==> src/hw/rtl/cbwq_pkg.sv <==
// ============================================================================
// cbwq_pkg
// Types, codes and helpers shared by the work queue modules.
// ============================================================================
`default_nettype none

package cbwq_pkg;

    localparam int S_TDATA_W = 64;
    localparam int S_TUSER_W = 2;
    localparam int M_TDATA_W = 40;
    localparam int CFG_W     = 10;
    localparam int DELAY_W   = 10;
    localparam int TIME_W    = 32;

    localparam logic [1:0] OP_PUSH   = 2'd0;
    localparam logic [1:0] OP_PEEK   = 2'd1;
    localparam logic [1:0] OP_RETIRE = 2'd2;

    localparam logic CFG_MIN_BACKOFF = 1'b0;
    localparam logic CFG_MAX_BACKOFF = 1'b1;

    localparam logic [CFG_W-1:0] RESET_MIN_BACKOFF = 10'd10;
    localparam logic [CFG_W-1:0] RESET_MAX_BACKOFF = 10'd1000;

    typedef struct packed {
        logic        from_root;
        logic [3:0]  source_id;
        logic [15:0] generation;
        logic [7:0]  port;
    } t_key;

    typedef struct packed {
        logic               conn;
        logic               obs;
        logic [DELAY_W-1:0] delay;
    } t_backoff;

    typedef struct packed {
        t_key              key;
        t_backoff          backoff;
        logic [TIME_W-1:0] retry_time;
    } t_entry;

    typedef struct packed {
        t_backoff          backoff;
        logic [TIME_W-1:0] retry_time;
        logic [TIME_W-1:0] now;
        logic              obs_valid;
        logic              obs_conn;
        logic [CFG_W-1:0]  min_backoff;
        logic [CFG_W-1:0]  max_backoff;
    } t_retire_req;

    typedef struct packed {
        t_backoff          backoff;
        logic [TIME_W-1:0] retry_time;
    } t_retire_rsp;

    // result fields, lowest bit first from the bottom member up
    typedef struct packed {
        logic [3:0] queue_count;
        t_key       head_key;
        logic       head_ready;
        logic       head_valid;
        logic       merged;
        logic       accepted;
    } t_result;

    // zero retry time means always ready, otherwise wrapping compare
    function automatic logic is_ready(input logic [TIME_W-1:0] t,
                                      input logic [TIME_W-1:0] now);
        logic [TIME_W-1:0] diff;
        diff = now - t;
        return (t == '0) || !diff[TIME_W-1];
    endfunction

endpackage

`default_nettype wire

==> src/hw/rtl/cbwq_entry_ram.sv <==
// ============================================================================
// cbwq_entry_ram
// Entry store: one write port, one read port, registered read data.
// ============================================================================
`default_nettype none

module cbwq_entry_ram #(
    parameter int DEPTH = 16,
    localparam int AW = $clog2(DEPTH)
) (
    input  wire logic               i_clk,
    input  wire logic               i_we,
    input  wire logic [AW-1:0]      i_waddr,
    input  wire cbwq_pkg::t_entry   i_wdata,
    input  wire logic               i_re,
    input  wire logic [AW-1:0]      i_raddr,
    output cbwq_pkg::t_entry        o_rdata
);

    cbwq_pkg::t_entry r_mem [DEPTH];
    cbwq_pkg::t_entry r_q;

    always_ff @(posedge i_clk) begin
        if (i_we) begin
            r_mem[i_waddr] <= i_wdata;
        end
        if (i_re) begin
            r_q <= r_mem[i_raddr];
        end
    end

    assign o_rdata = r_q;

endmodule

`default_nettype wire

==> src/hw/rtl/cbwq_backoff.sv <==
// ============================================================================
// cbwq_backoff
// Retry update of one entry: observed-state check, delay advance, new time.
// ============================================================================
`default_nettype none

module cbwq_backoff (
    input  wire cbwq_pkg::t_retire_req i_req,
    output cbwq_pkg::t_retire_rsp      o_rsp
);

    logic                            was_ready;
    logic [cbwq_pkg::DELAY_W-1:0]    delay;
    logic [cbwq_pkg::DELAY_W:0]      dbl;
    logic                            obs;
    logic                            conn;
    logic [cbwq_pkg::TIME_W-1:0]     t;

    always_comb begin
        // readiness is judged on the stored time, before the observation
        was_ready = cbwq_pkg::is_ready(i_req.retry_time, i_req.now);
        delay     = i_req.backoff.delay;
        obs       = i_req.backoff.obs;
        conn      = i_req.backoff.conn;
        t         = i_req.retry_time;
        dbl       = {i_req.backoff.delay, 1'b0};
        if (i_req.obs_valid) begin
            // a new or changed connection state restarts the backoff
            if (!obs || (conn != i_req.obs_conn)) begin
                delay = '0;
                t     = '0;
            end
            obs  = 1'b1;
            conn = i_req.obs_conn;
        end
        if (was_ready) begin
            dbl = {delay, 1'b0};
            if (delay == '0) begin
                delay = i_req.min_backoff;
            end else if (delay < i_req.max_backoff) begin
                delay = (dbl > {1'b0, i_req.max_backoff}) ? i_req.max_backoff
                                                          : dbl[cbwq_pkg::DELAY_W-1:0];
            end
            t = i_req.now + {{(cbwq_pkg::TIME_W-cbwq_pkg::DELAY_W){1'b0}}, delay};
        end
    end

    assign o_rsp.backoff.conn  = conn;
    assign o_rsp.backoff.obs   = obs;
    assign o_rsp.backoff.delay = delay;
    assign o_rsp.retry_time    = t;

endmodule

`default_nettype wire

==> src/hw/rtl/coalescing_backoff_work_queue_core.sv <==
// ============================================================================
// coalescing_backoff_work_queue_core
// Ring of port-change work entries with key coalescing and retry backoff.
// ============================================================================
// Requests enter on the s_axis channel (tuser = operation, tdata = key, time
// and retire outcome) and each one yields exactly one result on m_axis.
// Config writes (i_cfg_we/i_cfg_index/i_cfg_wdata) go straight into the limit registers and are
// meant to be issued while no request is in flight.
// One request is processed at a time; s_axis_tready is high only when idle.
// Each operation ends by reading the head and building the result (ST_HEAD,
// ST_HWAIT, ST_DONE). Peek, complete retire and retire on an empty ring go
// there directly; a retry retire first reads the head and rotates it to the
// tail (ST_RREAD, ST_RMOD); a push first scans the queued entries, one entry
// compared per cycle (ST_SCAN), and appends on a miss if a slot is free.
// The push scan over the single read port of the entry RAM sets the rate.
// The result sits in an output register; the next request is taken while it
// waits, but a further result is held back until m_axis_tready frees it.
// Reset (synchronous, active low) empties the ring, restores the default
// backoff limits and drops any pending result; entry RAM is not cleared.
// ============================================================================
`default_nettype none

module coalescing_backoff_work_queue_core #(
    parameter int QUEUE_DEPTH = 16
) (
    input  wire logic                              i_clk,
    input  wire logic                              i_rst_n,
    // config write port
    input  wire logic                              i_cfg_we,
    input  wire logic                              i_cfg_index,
    input  wire logic [cbwq_pkg::CFG_W-1:0]        i_cfg_wdata,
    // request channel
    input  wire logic                              s_axis_tvalid,
    output logic                                   s_axis_tready,
    // from_root[0], source_id[4:1], source_generation[20:5], port[28:21],
    // now_ms[60:29], outcome_retry[61], observed_valid[62],
    // observed_connected[63]
    input  wire logic [cbwq_pkg::S_TDATA_W-1:0]    s_axis_tdata,
    // operation[1:0]
    input  wire logic [cbwq_pkg::S_TUSER_W-1:0]    s_axis_tuser,
    // result channel
    output logic                                   m_axis_tvalid,
    input  wire logic                              m_axis_tready,
    // accepted[0], merged[1], head_valid[2], head_ready[3], head_from_root[4],
    // head_source_id[8:5], head_generation[24:9], head_port[32:25],
    // queue_count[36:33], zero fill[39:37]
    output logic [cbwq_pkg::M_TDATA_W-1:0]         m_axis_tdata
);

    localparam int PW = $clog2(QUEUE_DEPTH);
    localparam int CW = PW + 1;

    typedef enum logic [7:0] {
        ST_IDLE   = 8'b0000_0001,
        ST_SCAN   = 8'b0000_0010,
        ST_APPEND = 8'b0000_0100,
        ST_RREAD  = 8'b0000_1000,
        ST_RMOD   = 8'b0001_0000,
        ST_HEAD   = 8'b0010_0000,
        ST_HWAIT  = 8'b0100_0000,
        ST_DONE   = 8'b1000_0000
    } t_state;

    function automatic logic [PW-1:0] next_slot(input logic [PW-1:0] p);
        return (p == PW'(QUEUE_DEPTH - 1)) ? '0 : p + PW'(1);
    endfunction

    t_state                        r_state, n_state;
    logic [PW-1:0]                 r_wr_ptr, n_wr_ptr;
    logic [PW-1:0]                 r_rd_ptr, n_rd_ptr;
    logic [PW-1:0]                 r_scan, n_scan;
    logic                          r_pend, n_pend;
    logic [PW-1:0]                 r_pend_addr, n_pend_addr;
    logic                          r_acc, n_acc;
    logic                          r_mrg, n_mrg;
    cbwq_pkg::t_result             r_res, n_res;
    cbwq_pkg::t_result             r_out;
    logic                          r_out_valid;
    logic [cbwq_pkg::CFG_W-1:0]    r_min_backoff;
    logic [cbwq_pkg::CFG_W-1:0]    r_max_backoff;

    // captured request
    logic [1:0]                    r_op;
    cbwq_pkg::t_key                r_key;
    logic [cbwq_pkg::TIME_W-1:0]   r_now;
    logic                          r_obs_valid;
    logic                          r_obs_conn;

    logic                          s_accept;
    logic                          out_load;
    logic                          scan_issue;
    logic [CW-1:0]                 cnt_diff;
    logic [CW-1:0]                 cnt;
    logic [CW+3:0]                 cnt_ext;
    cbwq_pkg::t_key                in_key;
    logic                          in_retry;

    logic                          ram_we;
    logic [PW-1:0]                 ram_waddr;
    cbwq_pkg::t_entry              ram_wdata;
    logic                          ram_re;
    logic [PW-1:0]                 ram_raddr;
    cbwq_pkg::t_entry              ram_q;

    cbwq_pkg::t_retire_req         bo_req;
    cbwq_pkg::t_retire_rsp         bo_rsp;

    assign s_axis_tready = (r_state == ST_IDLE);
    assign s_accept      = s_axis_tvalid && s_axis_tready;

    assign in_key.from_root  = s_axis_tdata[0];
    assign in_key.source_id  = s_axis_tdata[4:1];
    assign in_key.generation = s_axis_tdata[20:5];
    assign in_key.port       = s_axis_tdata[28:21];
    assign in_retry          = s_axis_tdata[61];

    // queued entries, modulo ring size
    assign cnt_diff = {1'b0, r_wr_ptr} - {1'b0, r_rd_ptr};
    assign cnt      = (r_wr_ptr < r_rd_ptr) ? cnt_diff + CW'(QUEUE_DEPTH) : cnt_diff;
    assign cnt_ext  = {4'b0000, cnt};

    assign scan_issue = (r_scan != r_wr_ptr);

    assign bo_req.backoff     = ram_q.backoff;
    assign bo_req.retry_time  = ram_q.retry_time;
    assign bo_req.now         = r_now;
    assign bo_req.obs_valid   = r_obs_valid;
    assign bo_req.obs_conn    = r_obs_conn;
    assign bo_req.min_backoff = r_min_backoff;
    assign bo_req.max_backoff = r_max_backoff;

    cbwq_backoff u_backoff (
        .i_req (bo_req),
        .o_rsp (bo_rsp)
    );

    cbwq_entry_ram #(
        .DEPTH (QUEUE_DEPTH)
    ) u_ram (
        .i_clk   (i_clk),
        .i_we    (ram_we),
        .i_waddr (ram_waddr),
        .i_wdata (ram_wdata),
        .i_re    (ram_re),
        .i_raddr (ram_raddr),
        .o_rdata (ram_q)
    );

    always_comb begin
        n_state     = r_state;
        n_wr_ptr    = r_wr_ptr;
        n_rd_ptr    = r_rd_ptr;
        n_scan      = r_scan;
        n_pend      = r_pend;
        n_pend_addr = r_pend_addr;
        n_acc       = r_acc;
        n_mrg       = r_mrg;
        n_res       = r_res;
        ram_we      = 1'b0;
        ram_waddr   = r_wr_ptr;
        ram_wdata   = ram_q;
        ram_re      = 1'b0;
        ram_raddr   = r_rd_ptr;

        unique case (r_state)
            ST_IDLE: begin
                if (s_accept) begin
                    n_acc  = 1'b0;
                    n_mrg  = 1'b0;
                    n_scan = r_rd_ptr;
                    n_pend = 1'b0;
                    priority case (s_axis_tuser)
                        cbwq_pkg::OP_PUSH: begin
                            n_state = ST_SCAN;
                        end
                        cbwq_pkg::OP_RETIRE: begin
                            if (cnt == '0) begin
                                n_state = ST_HEAD;
                            end else if (!in_retry) begin
                                n_rd_ptr = next_slot(r_rd_ptr);
                                n_state  = ST_HEAD;
                            end else begin
                                n_state = ST_RREAD;
                            end
                        end
                        default: begin
                            n_state = ST_HEAD;
                        end
                    endcase
                end
            end
            ST_SCAN: begin
                // read one slot per cycle, compare the one read last cycle
                ram_re    = scan_issue;
                ram_raddr = r_scan;
                if (r_pend && (ram_q.key == r_key)) begin
                    n_acc = 1'b1;
                    n_mrg = 1'b1;
                    if (r_key.from_root) begin
                        ram_we                    = 1'b1;
                        ram_waddr                 = r_pend_addr;
                        ram_wdata.key             = ram_q.key;
                        ram_wdata.backoff.conn    = ram_q.backoff.conn;
                        ram_wdata.backoff.obs     = 1'b0;
                        ram_wdata.backoff.delay   = '0;
                        ram_wdata.retry_time      = '0;
                    end
                    n_state = ST_HEAD;
                end else if (!scan_issue) begin
                    n_state = ST_APPEND;
                end else begin
                    n_pend      = 1'b1;
                    n_pend_addr = r_scan;
                    n_scan      = next_slot(r_scan);
                end
            end
            ST_APPEND: begin
                if (next_slot(r_wr_ptr) != r_rd_ptr) begin
                    ram_we               = 1'b1;
                    ram_waddr            = r_wr_ptr;
                    ram_wdata.key        = r_key;
                    ram_wdata.backoff    = '0;
                    ram_wdata.retry_time = '0;
                    n_wr_ptr             = next_slot(r_wr_ptr);
                    n_acc                = 1'b1;
                end
                n_state = ST_HEAD;
            end
            ST_RREAD: begin
                ram_re    = 1'b1;
                ram_raddr = r_rd_ptr;
                n_state   = ST_RMOD;
            end
            ST_RMOD: begin
                // backed-off head rotates to the tail slot
                ram_we               = 1'b1;
                ram_waddr            = r_wr_ptr;
                ram_wdata.key        = ram_q.key;
                ram_wdata.backoff    = bo_rsp.backoff;
                ram_wdata.retry_time = bo_rsp.retry_time;
                n_wr_ptr             = next_slot(r_wr_ptr);
                n_rd_ptr             = next_slot(r_rd_ptr);
                n_state              = ST_HEAD;
            end
            ST_HEAD: begin
                ram_re    = 1'b1;
                ram_raddr = r_rd_ptr;
                n_state   = ST_HWAIT;
            end
            ST_HWAIT: begin
                n_res.accepted    = r_acc;
                n_res.merged      = r_mrg;
                n_res.head_valid  = (cnt != '0);
                n_res.head_key    = (cnt != '0) ? ram_q.key : '0;
                n_res.head_ready  = (cnt != '0) && (r_op != cbwq_pkg::OP_PUSH)
                                    && cbwq_pkg::is_ready(ram_q.retry_time, r_now);
                n_res.queue_count = cnt_ext[3:0];
                n_state           = ST_DONE;
            end
            ST_DONE: begin
                if (!r_out_valid || m_axis_tready) begin
                    n_state = ST_IDLE;
                end
            end
            default: begin
                n_state = ST_IDLE;
            end
        endcase
    end

    assign out_load = (r_state == ST_DONE) && (!r_out_valid || m_axis_tready);

    always_ff @(posedge i_clk) begin
        if (!i_rst_n) begin
            r_state     <= ST_IDLE;
            r_wr_ptr    <= '0;
            r_rd_ptr    <= '0;
            r_pend      <= 1'b0;
            r_out_valid <= 1'b0;
        end else begin
            r_state  <= n_state;
            r_wr_ptr <= n_wr_ptr;
            r_rd_ptr <= n_rd_ptr;
            r_pend   <= n_pend;
            if (out_load) begin
                r_out_valid <= 1'b1;
            end else if (m_axis_tready) begin
                r_out_valid <= 1'b0;
            end
        end
    end

    always_ff @(posedge i_clk) begin
        if (!i_rst_n) begin
            r_min_backoff <= cbwq_pkg::RESET_MIN_BACKOFF;
            r_max_backoff <= cbwq_pkg::RESET_MAX_BACKOFF;
        end else if (i_cfg_we) begin
            unique case (i_cfg_index)
                cbwq_pkg::CFG_MIN_BACKOFF: r_min_backoff <= i_cfg_wdata;
                cbwq_pkg::CFG_MAX_BACKOFF: r_max_backoff <= i_cfg_wdata;
            endcase
        end
    end

    // payload registers
    always_ff @(posedge i_clk) begin
        r_scan      <= n_scan;
        r_pend_addr <= n_pend_addr;
        r_acc       <= n_acc;
        r_mrg       <= n_mrg;
        r_res       <= n_res;
        if (s_accept) begin
            r_op        <= s_axis_tuser;
            r_key       <= in_key;
            r_now       <= s_axis_tdata[60:29];
            r_obs_valid <= s_axis_tdata[62];
            r_obs_conn  <= s_axis_tdata[63];
        end
        if (out_load) begin
            r_out <= r_res;
        end
    end

    assign m_axis_tvalid = r_out_valid;
    // head key goes out from_root first, port last
    assign m_axis_tdata  = {3'b000, r_out.queue_count, r_out.head_key.port,
                            r_out.head_key.generation, r_out.head_key.source_id,
                            r_out.head_key.from_root, r_out.head_ready,
                            r_out.head_valid, r_out.merged, r_out.accepted};

endmodule

`default_nettype wire

==> config.mk <==
export PLATFORM = sky130hd
export DESIGN_NAME = coalescing_backoff_work_queue_core
export DESIGN_NICKNAME = d
export VERILOG_FILES = /design/src/hw/rtl/cbwq_pkg.sv /design/src/hw/rtl/cbwq_entry_ram.sv /design/src/hw/rtl/cbwq_backoff.sv /design/src/hw/rtl/coalescing_backoff_work_queue_core.sv
export SDC_FILE = /design/constraint.sdc
export NUM_CORES = 2
export LEC_CHECK = 0
export BUFFER_PORTS_ARGS = -buffer_cell sky130_fd_sc_hd__buf_2
export CORE_MARGIN = 4
export CORE_UTILIZATION = 49
export CTS_BUF_LIST = sky130_fd_sc_hd__clkbuf_8 sky130_fd_sc_hd__clkbuf_16
export DETAILED_ROUTE_END_ITERATION = 8
export PLACE_DENSITY_LB_ADDON = 0.12
export SYNTH_ARGS = -nofsm -noshare
export SYNTH_HDL_FRONTEND = slang
export SYNTH_SLANG_ARGS = --single-unit
==> constraint.sdc <==
create_clock -name i_clk -period 9.4 [get_ports i_clk]
set_input_delay 1.41 -clock i_clk [delete_from_list [all_inputs] [get_ports i_clk]]
set_output_delay 1.41 -clock i_clk [all_outputs]
set_load 0.01 [all_outputs]
Yosys cells after proc, flatten, opt, wreduce, memory -nomap -nowiden
Memory sizes are Yosys's and may differ from the RTL's. A register that Yosys moved wholly into a read port is not among the register bits.
Index checks and enable logic that the tools add are counted.
{"block": "totals", "n_memories": 1, "ramBits": 1168, "output_inout_bits": 42, "register_bits": 187, "inputBits": 82}
{"block": "op_classes", "bitwise": 2, "n_eq_ne": 26, "n_addsub": 7, "n_lt_le_gt_ge": 3, "n_mux": 60, "reduce_logical": 33}
{"memory": "u_ram.r_mem", "words": 16, "width": 73, "rd": 1, "rd_ports_with_merged_regs": 1, "write_ports": 1, "line_no": "cbwq_entry_ram.sv:20", "rtl": "cbwq_pkg::t_entry r_mem [DEPTH];"}
{"operator": "case mux 73 bit (3 select lines)", "n": 1}
{"operator": "2-to-1 mux 32 bit", "n": 3}
{"operator": "2-to-1 mux 43 bit", "n": 2}
{"operator": "2-to-1 mux 73 bit", "n": 1}
{"operator": "2-to-1 mux 10 bit", "n": 7}
{"operator": "2-to-1 mux 4 bit", "n": 15}
{"operator": "case mux 8 bit (7 select lines)", "n": 1}
{"operator": "adder 32 x 10 -> 32 bit", "n": 1}
{"operator": "logical NOT 32 bit", "n": 1}
{"operator": "2-to-1 mux 8 bit", "n": 4}
{"operator": "subtractor 32 bit", "n": 1}
{"operator": "equality test 29 bit", "n": 1}
{"operator": "case mux 4 bit (2 select lines)", "n": 3}
{"operator": "2-to-1 mux 1 bit", "n": 14}
{"operator": "!= test 2 bit (second input constant)", "n": 7}
{"operator": "adder 4 x 1 -> 4 bit (second input constant)", "n": 3}
{"operator": "equality test 4 bit (second input constant)", "n": 3}
{"operator": "2-to-1 mux 6 bit", "n": 2}
{"operator": "case mux 6 bit (2 select lines)", "n": 1}
{"operator": "greater-than comparator 11 x 10 -> 1 bit", "n": 1}
{"operator": "logical NOT 10 bit", "n": 1}
{"operator": "less-than comparator 10 bit", "n": 1}
{"operator": "nonzero test 2 bit", "n": 5}
{"operator": "AND reduction 3 bit", "n": 3}
{"operator": "31 further kinds", "n": 49}

Depth between registers and ports, before layout
{"block": "depth", "word_depth": 12, "ltp_mapped": 24, "mapped_depth_nobuf": 21}

Cells and area by module
Synthesis repeated with hierarchy kept, for this count alone.
{"block": "unflattened", "hier_cells": 3065, "area_unflattened_um2": 57940.6}
{"module": "cbwq_entry_ram", "cells_per_inst": 1875, "area_per_inst_um2": 45857.7, "n_inst": 1, "seq_area_each_um2": 37265.7}
{"module": "coalescing_backoff_work_queue_core", "cells_per_inst": 750, "area_per_inst_um2": 9017.4, "n_inst": 1, "seq_area_each_um2": 5235.0}
{"module": "cbwq_backoff", "cells_per_inst": 440, "area_per_inst_um2": 3065.4, "n_inst": 1, "seq_area_each_um2": 0.0}

Worst setup path after synthesis
Ideal clock, no wire load.
{"block": "synth_path", "path_type": "flip-flop to flip-flop", "start": "reg r_state[7]", "end": "reg u_ram.o_rdata[0] (netlist name)", "slack_ns": 2.673, "arrival_ns": 6.122, "path_stages_with_launch": 6, "setup_time_ns": 0.605, "required_ns": 8.795, "n_path_buf": 1, "path_cell_list": "dfxtp_1 -> nor2_2 -> and3_1 -> nand3b_4 -> clkbuf_1 -> o21ai_0"}
{"block": "synth_via", "elab_chain_len": 3, "word_cells_on_any_way": 6}
{"item": "start: declaration", "line_no": "coalescing_backoff_work_queue_core.sv:68", "rtl": "t_state r_state, n_state;"}
{"item": "start signal: assignment", "line_no": "coalescing_backoff_work_queue_core.sv:281", "rtl": "r_state <= n_state;"}
{"item": "equality test 8 x 6 -> 1 bit or equality test 8 x 4 -> 1 bit (tied branches)", "line_no": "coalescing_backoff_work_queue_core.sv:165", "rtl": "unique case (r_state)"}
{"item": "OR reduction 2 bit (no source line)"}
{"item": "case mux 1 bit (2 select lines) *", "line_no": "coalescing_backoff_work_queue_core.sv:165"}
{"item": "via ram_re", "line_no": "coalescing_backoff_work_queue_core.sv:101", "rtl": "logic ram_re;"}
The timed path passes the listed nets; every way through them passes the cells marked *.
A chain may end at the register's enable or synchronous reset.

==> run_summary.xml <==
<?xml version="1.0" encoding="UTF-8"?>
<metrics>
  <group name="global_route">
    <metric name="grt-ovfl-total" unit="">0</metric>
    <metric name="wire_length_of_the_first_global_routing_pass" unit="mm">202</metric>
    <metric name="grt_pass1_vias" unit="">29900</metric>
    <metric name="grt_antenna_before_repair" unit="">4</metric>
    <metric name="groute.usage.overall" unit="">0.226</metric>
    <metric name="grt_start_max_net_pins" unit="">132</metric>
  </group>
  <group name="setup_path">
    <metric name="worst-setup-path-type" unit="">register to register</metric>
    <metric name="critPathLaunch" unit="">r_obs_conn$_DFFE_PP_</metric>
    <metric name="critical_path_required" unit="ns">9.89</metric>
    <metric name="timing.rr.start" unit="">r_obs_conn$_DFFE_PP_</metric>
    <metric name="cp_data_arrival_time" unit="ns">7.09</metric>
    <metric name="worst_setup_path_endpoint" unit="">u_ram.r_mem[10][31]$_DFFE_PP_</metric>
    <metric name="worst-r2r-cell-count" unit="">21</metric>
    <metric name="crit_start_category" unit="">register</metric>
    <metric name="reg2reg_setup_slack" unit="ns">2.80</metric>
    <metric name="endpoint_kind" unit="">register</metric>
    <metric name="timing.rr.end" unit="">u_ram.r_mem[10][31]$_DFFE_PP_</metric>
    <metric name="worst-path-max-fanout" unit="">16</metric>
  </group>
  <group name="timing">
    <metric name="timing.final.ws_setup" unit="ns">2.80</metric>
    <metric name="setup_viol_count_final" unit="">0</metric>
    <metric name="clock.fmax" unit="MHz">152</metric>
    <metric name="final.setup.tns" unit="ns">0</metric>
    <metric name="grt_setup_unrepaired" unit="">no</metric>
    <metric name="hold-worst-slack" unit="ns">0.418</metric>
    <metric name="report.final.hold_viol_count" unit="">0</metric>
    <metric name="final_max_slew_viol_count" unit="">0</metric>
    <metric name="maxSlewHeadroom" unit="">0.210</metric>
    <metric name="tightest_slew" unit="ns">1.18</metric>
    <metric name="layout_min_cycle_time" unit="ns">6.60</metric>
    <metric name="clock_skew" unit="ns">0.0161</metric>
    <metric name="final_worst_path_cycle_share" unit="">0.702</metric>
  </group>
  <group name="hold_path">
    <metric name="worstHoldPathCells" unit="">0</metric>
    <metric name="hold_path_class" unit="">register to register</metric>
  </group>
  <group name="synth">
    <metric name="postSynth.asyncResetShare" unit="">0</metric>
    <metric name="syn_area_per_cell" unit="sq um">18.8</metric>
    <metric name="synth-edff-count" unit="">1390</metric>
    <metric name="synthDistinctLibCells" unit="">74</metric>
    <metric name="synth_seq_cells" unit="">1428</metric>
    <metric name="yosysSeqAreaShare" unit="">0.734</metric>
    <metric name="synthesis.area" unit="sq mm">0.0579</metric>
    <metric name="postSynthCellCount" unit="">3075</metric>
    <metric name="synth-warning-count" unit="">0</metric>
    <metric name="synthDominantCellAreaShare" unit="">0.721</metric>
    <metric name="yosys.area.top_type" unit="">sky130_fd_sc_hd__edfxtp_1</metric>
    <metric name="post_synth_top_flop" unit="">sky130_fd_sc_hd__edfxtp_1</metric>
    <metric name="synth_top_cells_by_area" unit="">sky130_fd_sc_hd__edfxtp_1 72%, sky130_fd_sc_hd__mux4_2 8.4%, sky130_fd_sc_hd__mux2i_1 5.3%</metric>
  </group>
  <group name="cells_and_area">
    <metric name="layout-drive-gt1-share" unit="">0.201</metric>
    <metric name="instances_no_fill" unit="">4899</metric>
    <metric name="diodes" unit="">0</metric>
    <metric name="register_area" unit="sq mm">0.0425</metric>
    <metric name="syn2layout_area_growth" unit="%">12.3</metric>
    <metric name="layout.nets" unit="">3401</metric>
    <metric name="multiInputGateArea" unit="sq mm">0.0145</metric>
    <metric name="fillers" unit="">8889</metric>
  </group>
  <group name="clock_tree">
    <metric name="tritoncts.num_buffers" unit="">150</metric>
    <metric name="post_cts_resized" unit="">0</metric>
    <metric name="numClockSinks" unit="">1428</metric>
    <metric name="cts_root_buffer" unit="">sky130_fd_sc_hd__clkbuf_16</metric>
    <metric name="clkTransAtPathRegs" unit="ns">0.06</metric>
    <metric name="clock_insertion_delay_worst_skew" unit="ns">0.76</metric>
    <metric name="cts.path.max_buffers" unit="">3</metric>
    <metric name="post-cts-setup-buffer-count" unit="">0</metric>
    <metric name="cts_hold_repair.buffers" unit="">0</metric>
    <metric name="clock_tree_from_tritoncts" unit="">yes</metric>
    <metric name="htree_num_levels" unit="">4</metric>
  </group>
  <group name="route">
    <metric name="detail_route.wirelength.met1" unit="mm">58.5</metric>
    <metric name="post-route-drc-count" unit="">0</metric>
    <metric name="detail_route.first_pass.iterations" unit="">5</metric>
    <metric name="drt-total-wl" unit="mm">138</metric>
    <metric name="detailroute.wirelength.met2" unit="mm">68.9</metric>
    <metric name="number_of_design_rule_violations_left_by_the_first_detailed_router_iteration" unit="">2542</metric>
    <metric name="average_vias_per_placed_instance" unit="">5.96</metric>
    <metric name="routed_wire_length_per_instance" unit="um">28.3</metric>
    <metric name="route.vias.total" unit="">29200</metric>
    <metric name="detailed_route_wirelength_on_metal3" unit="mm">8.00</metric>
    <metric name="postRouteAntennaNets" unit="">0</metric>
    <metric name="dr.max_layer_used" unit="">met5</metric>
  </group>
  <group name="place">
    <metric name="routabilityCongestion" unit="">0.815</metric>
    <metric name="dp.final_hpwl" unit="mm">73.6</metric>
    <metric name="preCtsSetupSlack" unit="ns">2.82</metric>
    <metric name="dp_cells" unit="">4623</metric>
    <metric name="portBuffers" unit="">120</metric>
  </group>
  <group name="floorplanning">
    <metric name="ports_placed_on_the_boundary" unit="">124</metric>
    <metric name="placeable_core_region" unit="sq mm">0.117</metric>
    <metric name="initial_core_util" unit="">0.496</metric>
    <metric name="placement_rows" unit="">125</metric>
    <metric name="die_height" unit="um">352</metric>
    <metric name="die_area" unit="sq mm">0.124</metric>
    <metric name="die-width" unit="um">352</metric>
  </group>
  <group name="power">
    <metric name="power_density" unit="mW/mm^2">204</metric>
    <metric name="power_after_layout" unit="mW">13.3</metric>
    <metric name="irDropWorstVdd" unit="V">0.000183</metric>
    <metric name="p_leak" unit="nW">23.5</metric>
  </group>
  <group name="run">
    <metric name="number_of_max_cap_violations" unit="">0</metric>
  </group>
  <group name="run_status">
    <metric name="run_status" unit="">completed</metric>
  </group>
</metrics>
## metrics by stage
stage / instance area, sq um / utilization
CTS: 65000 / 0.557
global route: 65000 / 0.557
detailed placement: 60300 / 0.516
global placement: 60300 / 0.516
finish: 65000 / 0.557
floorplan: 57900 / -
## per-layer routing
metal	vias to the layer above	global-route usage
li1	12800	-
met1	15400	0.310
met5	-	0
met3	196	0.0356
met4	8	0.0628
met2	872	0.378
## power by group
part	internal (mW)	switching, mW	total, mW
combinational	0.179	0.343	0.522
sequential	7.05	0.0730	7.12
clock	3.26	2.39	5.65
total	10.5	2.81	13.3
## synthesized netlist by cell type (16+ instances only)
cell type	number
sky130_fd_sc_hd__a211oi_1	74
sky130_fd_sc_hd__a21boi_0	16
sky130_fd_sc_hd__a21oi_1	109
sky130_fd_sc_hd__a22o_1	42
sky130_fd_sc_hd__and2_1	48
sky130_fd_sc_hd__buf_2	29
sky130_fd_sc_hd__buf_4	26
sky130_fd_sc_hd__buf_6	18
sky130_fd_sc_hd__clkbuf_1	71
sky130_fd_sc_hd__dfxtp_1	38
sky130_fd_sc_hd__edfxtp_1	1390
sky130_fd_sc_hd__ha_1	66
sky130_fd_sc_hd__inv_1	58
sky130_fd_sc_hd__mux2_2	29
sky130_fd_sc_hd__mux2i_1	306
sky130_fd_sc_hd__mux4_2	216
sky130_fd_sc_hd__nand2_1	77
sky130_fd_sc_hd__nand2b_1	20
sky130_fd_sc_hd__nand3_1	22
sky130_fd_sc_hd__nand4_1	22
sky130_fd_sc_hd__nor2_1	47
sky130_fd_sc_hd__nor2b_1	85
sky130_fd_sc_hd__o21ai_0	35
sky130_fd_sc_hd__xnor2_1	46
sky130_fd_sc_hd__xor2_1	19
## critical path, stage by stage, from the launching register on
cell and delay (ns):
sky130_fd_sc_hd__edfxtp_1 0.41, sky130_fd_sc_hd__xor2_1 0.18, sky130_fd_sc_hd__o21ai_0 0.16, sky130_fd_sc_hd__buf_4 0.24
sky130_fd_sc_hd__and2_1 0.22, sky130_fd_sc_hd__ha_1 0.27, sky130_fd_sc_hd__a21o_1 0.17, sky130_fd_sc_hd__a211o_1 0.31
sky130_fd_sc_hd__a211oi_1 0.21, sky130_fd_sc_hd__o31a_1 0.16, sky130_fd_sc_hd__nor2_1 0.16, sky130_fd_sc_hd__or2_2 0.41
sky130_fd_sc_hd__o21ai_0 0.40, sky130_fd_sc_hd__ha_1 0.27, sky130_fd_sc_hd__inv_1 0.07, sky130_fd_sc_hd__o311a_1 0.36
sky130_fd_sc_hd__nor3_2 0.29, sky130_fd_sc_hd__a2111oi_2 0.17, sky130_fd_sc_hd__nor4b_4 0.95, sky130_fd_sc_hd__nand4_1 0.26
sky130_fd_sc_hd__xnor2_1 0.20, sky130_fd_sc_hd__a22o_1 0.45
## flip-flops by register name, summed over array words and instances, names as in the netlist
name and flops:
u_ram.r_mem 1168, u_ram.o_rdata 73, m_axis_tdata 37, r_res 37, r_now 32, r_key 29
r_max_backoff 10, r_min_backoff 10, r_state 8, r_pend_addr 4, r_rd_ptr 4, r_scan 4
r_wr_ptr 4, r_op 2, m_axis_tvalid 1, r_acc 1, r_mrg 1, r_obs_conn 1
r_obs_valid 1, r_pend 1
## layout by cell type, fill, tap and decap left out, drive strengths merged, types with 20 or more instances in the layout
master	synthesis	layout
a211oi	77	77
a21oi	109	109
a22o	42	42
and2	48	48
buf	83	177
clkbuf	72	155
clkinv	0	68
dfxtp	38	38
edfxtp	1390	1390
ha	66	66
inv	59	99
mux2	29	29
mux2i	306	306
mux4	219	219
nand2	77	77
nand2b	20	20
nand3	22	22
nand4	22	22
nor2	50	50
nor2b	85	85
o21ai	39	39
xnor2	46	46
## cells by family after synthesis
logic type,synth area share
xor+xnor,0.00983
other cells,0.0000648
buf+inv,0.0186
fa+ha+maj,0.0150
simple gates,0.0384
compound gates,0.0404
mux,0.144
flops,0.734
## cell type report
class                   count  area share
well taps                1524      0.0293
clock buffers             155      0.0597
repair buffers            177      0.0172
flip-flops and latches   1428       0.654
clock inverters           121      0.0130
inverters                  59     0.00346
multi-input cells        1435       0.224
## worst min path at each step
| stage | start | endpoint |
|---|---|---|
| final | r_res[23]$_SDFFCE_PP0N_ | m_axis_tdata[20]$_DFFE_PP_ |
| after global routing | r_res[23]$_SDFFCE_PP0N_ | m_axis_tdata[20]$_DFFE_PP_ |
| after floorplan | r_res[0]$_DFFE_PN_ | m_axis_tdata[0]$_DFFE_PP_ |
| after global placement | r_res[25]$_SDFFCE_PP0N_ | m_axis_tdata[22]$_DFFE_PP_ |
| after CTS | r_res[23]$_SDFFCE_PP0N_ | m_axis_tdata[20]$_DFFE_PP_ |
| after detailed placement | r_res[12]$_SDFFCE_PP0N_ | m_axis_tdata[9]$_DFFE_PP_ |
Note: power is estimated with default switching activity, not from simulation.
